`config.mk`:
```
export PLATFORM = sky130hd
export DESIGN_NAME = motion_command_frame_decoder
export DESIGN_NICKNAME = d
export VERILOG_FILES = /design/src/hw/rtl/mcfd_pkg.sv /design/src/hw/rtl/mcfd_frame_asm.sv /design/src/hw/rtl/mcfd_speed_calc.sv /design/src/hw/rtl/motion_command_frame_decoder.sv
export SDC_FILE = /design/constraint.sdc
export NUM_CORES = 2
export LEC_CHECK = 0
export BUFFER_PORTS_ARGS = -buffer_cell sky130_fd_sc_hd__buf_2
export CAP_MARGIN = 20
export CORE_ASPECT_RATIO = 2
export CORE_MARGIN = 2
export CORE_UTILIZATION = 47
export DETAILED_ROUTE_END_ITERATION = 10
export MAX_ROUTING_LAYER = met4
export SYNTH_ARGS = -nofsm -noshare
export SYNTH_HDL_FRONTEND = slang
export SYNTH_SLANG_ARGS = --single-unit
```
`constraint.sdc`:
```
create_clock -name clk -period 18.85 [get_ports clk]
set_clock_uncertainty 0.15 [all_clocks]
set_input_delay 0 -clock clk [delete_from_list [all_inputs] [get_ports clk]]
set_output_delay 0 -clock clk [all_outputs]
set_load 0.01 [all_outputs]
```
`src/hw/rtl/mcfd_pkg.sv`:
```
// ---------------------------------------------------------------------------
// mcfd_pkg: shared types and constants
// Frame layout, command codes, indicator codes and field widths for the
// motion command frame decoder.
// ---------------------------------------------------------------------------
package mcfd_pkg;

  localparam int FRAME_LEN  = 7;
  localparam int POS_W      = 3;
  localparam int ZERO_W     = 20;
  localparam int TARGET_W   = 21;
  localparam int SPEED_W    = 26;
  localparam int WORD_W     = 16;
  localparam int PROD_W     = 32;

  localparam logic [7:0] START_MARK = 8'hFF;
  localparam logic [7:0] BYTE_FULL  = 8'hFF;

  localparam logic [POS_W-1:0] POS_LAST = POS_W'(FRAME_LEN - 1);

  localparam logic [7:0] CMD_HOME   = 8'd0;
  localparam logic [7:0] CMD_SETPAR = 8'd3;
  localparam logic [7:0] CMD_STRETCH = 8'd4;
  localparam logic [7:0] CMD_RETURN = 8'd5;
  localparam logic [7:0] CMD_STOP   = 8'd7;

  localparam logic [1:0] LED_KEEP = 2'd0;
  localparam logic [1:0] LED_ON   = 2'd1;
  localparam logic [1:0] LED_OFF  = 2'd2;

  // floor(q / 25) = (q * RECIP25) >> RECIP_SHIFT, exact for q < 2**30
  localparam int          RECIP_W     = 31;
  localparam int          SCALED_W    = 61;
  localparam int          RECIP_SHIFT = 35;
  localparam logic [RECIP_W-1:0] RECIP25 = 31'd1374389535;

  typedef struct packed {
    logic              close;
    logic              start_ok;
    logic [7:0]        cmd;
    logic [WORD_W-1:0] word0;
    logic [WORD_W-1:0] word1;
  } frame_t;

endpackage

```
`src/hw/rtl/mcfd_frame_asm.sv`:
```
// ---------------------------------------------------------------------------
// mcfd_frame_asm: byte framer
// Collects the first six bytes of a frame and presents the decoded frame
// when the escape byte (the seventh) is accepted.
// ---------------------------------------------------------------------------
module mcfd_frame_asm (
  input  logic            clk,
  input  logic            rst_n,
  input  logic            byte_acc,
  input  logic [7:0]      rx_byte,
  output logic            last_next,
  output mcfd_pkg::frame_t frame
);

  logic [mcfd_pkg::POS_W-1:0] pos_r;
  logic [mcfd_pkg::POS_W-1:0] pos_nxt;
  logic [7:0]                 frame_r [0:mcfd_pkg::FRAME_LEN-2];
  logic [7:0]                 d0, d1, d2, d3;

  assign last_next = (pos_r == mcfd_pkg::POS_LAST);

  always_comb begin
    pos_nxt = pos_r;
    if (byte_acc) begin
      if (last_next) begin
        pos_nxt = '0;
      end else begin
        pos_nxt = pos_r + 1'b1;
      end
    end
  end

  always_ff @(posedge clk) begin
    if (!rst_n) begin
      pos_r <= '0;
    end else begin
      pos_r <= pos_nxt;
    end
  end

  always_ff @(posedge clk) begin
    if (byte_acc && !last_next) begin
      frame_r[pos_r] <= rx_byte;
    end
  end

  // escape bits 3..0 force data bytes 0..3 to all ones
  assign d0 = rx_byte[3] ? mcfd_pkg::BYTE_FULL : frame_r[2];
  assign d1 = rx_byte[2] ? mcfd_pkg::BYTE_FULL : frame_r[3];
  assign d2 = rx_byte[1] ? mcfd_pkg::BYTE_FULL : frame_r[4];
  assign d3 = rx_byte[0] ? mcfd_pkg::BYTE_FULL : frame_r[5];

  assign frame.close    = byte_acc && last_next;
  assign frame.start_ok = (frame_r[0] == mcfd_pkg::START_MARK);
  assign frame.cmd      = frame_r[1];
  assign frame.word0    = {d0, d1};
  assign frame.word1    = {d2, d3};

endmodule

```
`src/hw/rtl/mcfd_speed_calc.sv`:
```
// ---------------------------------------------------------------------------
// mcfd_speed_calc: average speed pipeline
// Computes floor(word0 * word1 / 100) over three register stages: product,
// reciprocal scaling by 1/25 of the product over four, then the result.
// ---------------------------------------------------------------------------
module mcfd_speed_calc (
  input  logic                              clk,
  input  logic                              rst_n,
  input  logic                              go,
  input  logic [mcfd_pkg::WORD_W-1:0]       word0,
  input  logic [mcfd_pkg::WORD_W-1:0]       word1,
  output logic [mcfd_pkg::SPEED_W-1:0]      speed
);

  logic [mcfd_pkg::PROD_W-1:0]   prod_r;
  logic [mcfd_pkg::PROD_W-1:0]   prod_nxt;
  logic [mcfd_pkg::SCALED_W-1:0] scaled_r;
  logic [mcfd_pkg::SCALED_W-1:0] scaled_nxt;
  logic [mcfd_pkg::SPEED_W-1:0]  speed_r;
  logic                          go1_r;
  logic                          go2_r;

  assign prod_nxt = {{(mcfd_pkg::PROD_W-mcfd_pkg::WORD_W){1'b0}}, word0}
                  * {{(mcfd_pkg::PROD_W-mcfd_pkg::WORD_W){1'b0}}, word1};

  // divide by 4 first, then by 25 through the reciprocal
  assign scaled_nxt =
    {{(mcfd_pkg::SCALED_W-mcfd_pkg::PROD_W+2){1'b0}}, prod_r[mcfd_pkg::PROD_W-1:2]}
    * {{(mcfd_pkg::SCALED_W-mcfd_pkg::RECIP_W){1'b0}}, mcfd_pkg::RECIP25};

  always_ff @(posedge clk) begin
    prod_r   <= prod_nxt;
    scaled_r <= scaled_nxt;
  end

  always_ff @(posedge clk) begin
    if (!rst_n) begin
      go1_r   <= 1'b0;
      go2_r   <= 1'b0;
      speed_r <= '0;
    end else begin
      go1_r <= go;
      go2_r <= go1_r;
      if (go2_r) begin
        speed_r <= scaled_r[mcfd_pkg::RECIP_SHIFT+mcfd_pkg::SPEED_W-1:mcfd_pkg::RECIP_SHIFT];
      end
    end
  end

  assign speed = speed_r;

endmodule

```
`src/hw/rtl/motion_command_frame_decoder.sv`:
```
// ---------------------------------------------------------------------------
// motion_command_frame_decoder: motion command frame decoder
// Groups received bytes into seven-byte frames, executes the command and
// issues one result request per frame with a good start byte.
// ---------------------------------------------------------------------------
// A result is in the output register in the cycle after the escape byte
// is accepted. Throughput: one byte per cycle; in_stall rises only for
// an escape byte while the previous result still waits on out_stall.
// The stored speed settles via the prod_r, scaled_r and speed_r registers.
// Reset clears the frame position, parameters, zero position and out_valid.
module motion_command_frame_decoder (
  input  logic        clk,
  input  logic        rst_n,
  input  logic        cfg_we,
  input  logic [19:0] cfg_wdata,
  input  logic        in_valid,
  output logic        in_stall,
  input  logic [7:0]  in_rx_byte,
  input  logic        in_queue_busy,
  output logic        out_valid,
  input  logic        out_stall,
  output logic [7:0]  out_command,
  output logic [1:0]  out_led_action,
  output logic        out_flush_queue,
  output logic        out_send_trajectory,
  output logic [20:0] out_start_position,
  output logic [20:0] out_end_position,
  output logic [25:0] out_average_speed
);

  mcfd_pkg::frame_t                 frame;
  logic                             last_next;
  logic                             byte_acc;
  logic                             load;
  logic                             setpar;
  logic [mcfd_pkg::SPEED_W-1:0]     speed;

  logic [mcfd_pkg::ZERO_W-1:0]      zero_pos_r;
  logic [mcfd_pkg::TARGET_W-1:0]    target_r;
  logic [mcfd_pkg::TARGET_W-1:0]    target_nxt;
  logic [mcfd_pkg::TARGET_W-1:0]    zero_ext;
  logic                             params_valid_r;

  logic                             out_valid_r;
  logic [7:0]                       command_r;
  logic [1:0]                       led_r, led_nxt;
  logic                             flush_r, flush_nxt;
  logic                             send_r, send_nxt;
  logic [mcfd_pkg::TARGET_W-1:0]    start_r, start_nxt;
  logic [mcfd_pkg::TARGET_W-1:0]    end_r, end_nxt;
  logic [mcfd_pkg::SPEED_W-1:0]     speed_r, speed_nxt;

  // hold only a closing byte while the result register is still full
  assign in_stall = out_valid_r && out_stall && last_next;
  assign byte_acc = in_valid && !in_stall;

  mcfd_frame_asm u_frame_asm (
    .clk       (clk),
    .rst_n     (rst_n),
    .byte_acc  (byte_acc),
    .rx_byte   (in_rx_byte),
    .last_next (last_next),
    .frame     (frame)
  );

  assign load   = frame.close && frame.start_ok;
  assign setpar = load && (frame.cmd == mcfd_pkg::CMD_SETPAR);

  mcfd_speed_calc u_speed_calc (
    .clk   (clk),
    .rst_n (rst_n),
    .go    (setpar),
    .word0 (frame.word0),
    .word1 (frame.word1),
    .speed (speed)
  );

  assign zero_ext   = {1'b0, zero_pos_r};
  assign target_nxt = zero_ext
                    + {{(mcfd_pkg::TARGET_W-mcfd_pkg::WORD_W){1'b0}}, frame.word0};

  always_comb begin
    led_nxt   = mcfd_pkg::LED_KEEP;
    flush_nxt = 1'b0;
    send_nxt  = 1'b0;
    start_nxt = '0;
    end_nxt   = '0;
    speed_nxt = '0;
    case (frame.cmd)
      mcfd_pkg::CMD_HOME: begin
        led_nxt = mcfd_pkg::LED_ON;
      end
      mcfd_pkg::CMD_STRETCH: begin
        if (params_valid_r && !in_queue_busy) begin
          send_nxt  = 1'b1;
          start_nxt = zero_ext;
          end_nxt   = target_r;
          speed_nxt = speed;
        end
      end
      mcfd_pkg::CMD_RETURN: begin
        if (params_valid_r && !in_queue_busy) begin
          send_nxt  = 1'b1;
          start_nxt = target_r;
          end_nxt   = zero_ext;
          speed_nxt = speed;
        end
      end
      mcfd_pkg::CMD_STOP: begin
        led_nxt   = mcfd_pkg::LED_OFF;
        flush_nxt = 1'b1;
      end
      default: begin
        led_nxt = mcfd_pkg::LED_KEEP;
      end
    endcase
  end

  always_ff @(posedge clk) begin
    if (!rst_n) begin
      zero_pos_r     <= '0;
      target_r       <= '0;
      params_valid_r <= 1'b0;
      out_valid_r    <= 1'b0;
    end else begin
      if (cfg_we) begin
        zero_pos_r <= cfg_wdata;
      end
      if (setpar) begin
        target_r       <= target_nxt;
        params_valid_r <= 1'b1;
      end
      if (load) begin
        out_valid_r <= 1'b1;
      end else if (!out_stall) begin
        out_valid_r <= 1'b0;
      end
    end
  end

  always_ff @(posedge clk) begin
    if (load) begin
      command_r <= frame.cmd;
      led_r     <= led_nxt;
      flush_r   <= flush_nxt;
      send_r    <= send_nxt;
      start_r   <= start_nxt;
      end_r     <= end_nxt;
      speed_r   <= speed_nxt;
    end
  end

  assign out_valid           = out_valid_r;
  assign out_command         = command_r;
  assign out_led_action      = led_r;
  assign out_flush_queue     = flush_r;
  assign out_send_trajectory = send_r;
  assign out_start_position  = start_r;
  assign out_end_position    = end_r;
  assign out_average_speed   = speed_r;

endmodule

```
==> flow_summary.yaml <==
floorplanning:
  ios: 116
  rows: 136
  dieArea_sq_mm: 0.0716
  initial_core_util_pct: 47.4
  die_x_um: 190
  die_y_um: 377
  core_sq_mm: 0.0687
logic_synthesis:
  synth_ff_type: "dfxtp_1"
  syn-num-nets: 4294
  synth.avg_cell_area_sq_um: 9.98
  yosysSeqAreaShare_pct: 19.8
  syn-cell-area_sq_mm: 0.0326
  ys_types: 72
  synth-edff-count: 128
  synth_warnings: 0
  ys_seq_elements: 258
  synthArstFlopShare_pct: 0
  syn_inst: 3268
global_route:
  grt_max_degree: 75
  antenna_found_initial: 1
  grt_overflow: 0
  grt_pass1_wl_um: 150000
  grt_usage_pct: 30.1
  grt_pass1_vias: 25700
drt:
  drc: 0
  drtPass1Iterations: 5
  routed_wl_um: 102000
  viasPerCell: 5.26
  drt.antenna.violating_nets: 0
  vias: 22800
  drt_iter0_markers: 907
  wl_per_cell_um: 23.4
critical_path:
  cp-end-kind: "flip-flop"
  r2r_slack_ps: 10840
  arrival_ps: 8360
  worst_setup_path_start_kind: "flip-flop"
  critPathKind: "flip-flop to flip-flop"
  worst_ep_required_time_ps: 19200
  crit_fanout: 6
final_layout:
  fillerInstances: 6460
  fin_nets: 4444
  drive_above_1_share_pct: 6.17
  seq_area_sq_mm: 0.00645
  multi_input_area_sq_mm: 0.0228
  syn_to_final_growth_pct: 9.57
timing:
  rsz0062_at_grt: "no"
  hold_viol_final: 0
  final_max_slew_viol_count: 0
  finalSetupTns_ps: 0
  hold_ws_ps: 73.2
  layout_min_cycle_time_ps: 8010
  relSlewSlack_pct: 27.5
  post-route-period-util_pct: 42.5
  worstMarginPinSlew_ps: 1080
  fin_ws_ps: 10840
  timing.fmax_mhz: 125
  setup_violations: 0
outcome:
  outcome: "completed"
min_path:
  hp-class: "input port to flip-flop"
clock_network:
  cts_setup_buffers: 0
  clock_latency_ps: 610
  cts_root_buf: "clkbuf_16"
  clock_sinks: 258
  htree_levels: 1
  cts_made_buffers: 25
  path_clk_slew_ps: 70
  cts_tree: "built"
  ctsResizeCount: 0
  clockBufferDepth: 3
place:
  port_buffers: 115
  gp_congestion: 1.01
  pre_cts_ws_ps: 10940
  dp.final_hpwl_um: 87900
run:
  maxCapViolCount: 0
## flip-flops by register name, summed over array words and instances, names as in the netlist, 2 cells and up
register,flops
target_r,21
out_end_position,21
u_speed_calc.speed,26
zero_pos_r,20
out_start_position,21
u_frame_asm.pos_r,3
u_speed_calc.prod_r,30
u_speed_calc.scaled_r,26
out_command,8
u_frame_asm.frame_r,48
out_led_action,2
out_average_speed,26
## worst max-delay path, stage by stage, from the launching register on
cell,delay [ps]
dfxtp_1,560
ha_1,370
inv_1,320
fa_1,570
inv_1,90
fa_1,520
inv_1,50
fa_1,480
inv_1,60
fa_1,480
fa_1,610
fa_1,430
ha_1,290
ha_1,350
a21oi_1,190
o21ai_0,420
o311ai_1,540
nand2_1,180
a221oi_1,410
a31o_2,300
o21ai_4,100
a311oi_2,280
xnor2_1,160
## final cells by class
type                            instances  area share, %
Multi-Input combinational cell       2101           63.7
Sequential cell                       258           18.0
Inverter                              820           8.61
Timing Repair Buffer                  212           4.16
Tap cell                              897           3.14
Clock buffer                           34           1.99
Clock inverter                         12          0.357
Antenna cell                            1        0.00700
## path summary, 6_finish.rpt
check,to,depth (start not counted),start
worst max-delay path,u_speed_calc.scaled_r[53],22,u_speed_calc.prod_r[10]
worst min-delay path,out_end_position[4],4,in_queue_busy
worst max register to register,u_speed_calc.scaled_r[53],22,u_speed_calc.prod_r[10]
worst min register to register,u_speed_calc.go2_r,1,u_speed_calc.go1_r
## timing repair
item                                   CTS  global route
hold buffers                            73             0
endpoints found under the hold margin  156             0
setup endpoints to repair                0             0
## logic make-up after synthesis
kind of cell,Yosys count,synth area share [%]
and+or+nand+nor,656,9.08
adders and majority gates,992,50.2
buffers and inverters,909,10.5
AOI/OAI and AO/OA,296,5.97
xor gates and xnor gates,71,1.91
DFF,258,19.8
muxes,86,2.64
## through the flow
step	cell area, sq um	util [%]	instances
2_1_floorplan	32600	-	3268
3_3_place_gp	34200	49.7	4214
3_5_place_dp	34200	49.7	4215
4_1_cts	35700	52.0	4334
5_1_grt	35700	52.0	4335
6_report	35700	52.0	4335
## routing by layer
layer	vias to the layer above	GRT usage (%)	part of all wire, %
li1	10400	-	-
met1	11300	23.4	28
met2	620	58.4	57
met3	400	2.53	2.7
met4	0	29.3	12
met5	-	-	0
## placed cells by master (no fill, tap or decap), types with 42 or more instances in the layout
cell type	count
a21o_1	42
a21oi_1	88
and2_1	44
buf_2	115
dfxtp_1	130
dlygate4sd3_1	73
edfxtp_1	128
fa_1	526
ha_1	466
inv_1	818
mux2i_1	86
nand2_1	236
nor2_1	206
nor2b_1	57
o21ai_0	63
xnor2_1	45
## cell usage after synthesis (all sizes together), types with 4 or more instances
| library cell | count | area, sq um |
|---|---|---|
| a211oi | 10 | 75.1 |
| a21boi | 8 | 60.1 |
| a21o | 42 | 315 |
| a21oi | 89 | 449 |
| a221oi | 4 | 41.3 |
| a31oi | 9 | 62.6 |
| a41oi | 4 | 35.0 |
| and2 | 44 | 275 |
| and3 | 12 | 75.1 |
| buf | 9 | 35.0 |
| clkbuf | 80 | 302 |
| dfxtp | 130 | 2600 |
| edfxtp | 128 | 3840 |
| fa | 526 | 10500 |
| ha | 466 | 5830 |
| inv | 818 | 3070 |
| mux2i | 86 | 861 |
| nand2 | 236 | 886 |
| nand2b | 5 | 31.3 |
| nand3 | 26 | 130 |
| nand4 | 9 | 56.3 |
| nor2 | 206 | 773 |
| nor2b | 57 | 357 |
| nor3 | 24 | 120 |
| nor4 | 4 | 31.3 |
| o21a | 8 | 60.1 |
| o21ai | 66 | 349 |
| o21bai | 18 | 135 |
| o31ai | 4 | 30.0 |
| or2 | 20 | 125 |
| or4 | 4 | 30.0 |
| xnor2 | 45 | 394 |
| xor2 | 26 | 228 |
Power is not shown: default switching activity piles up to over one toggle a cycle in this logic, so the estimate is an artifact.
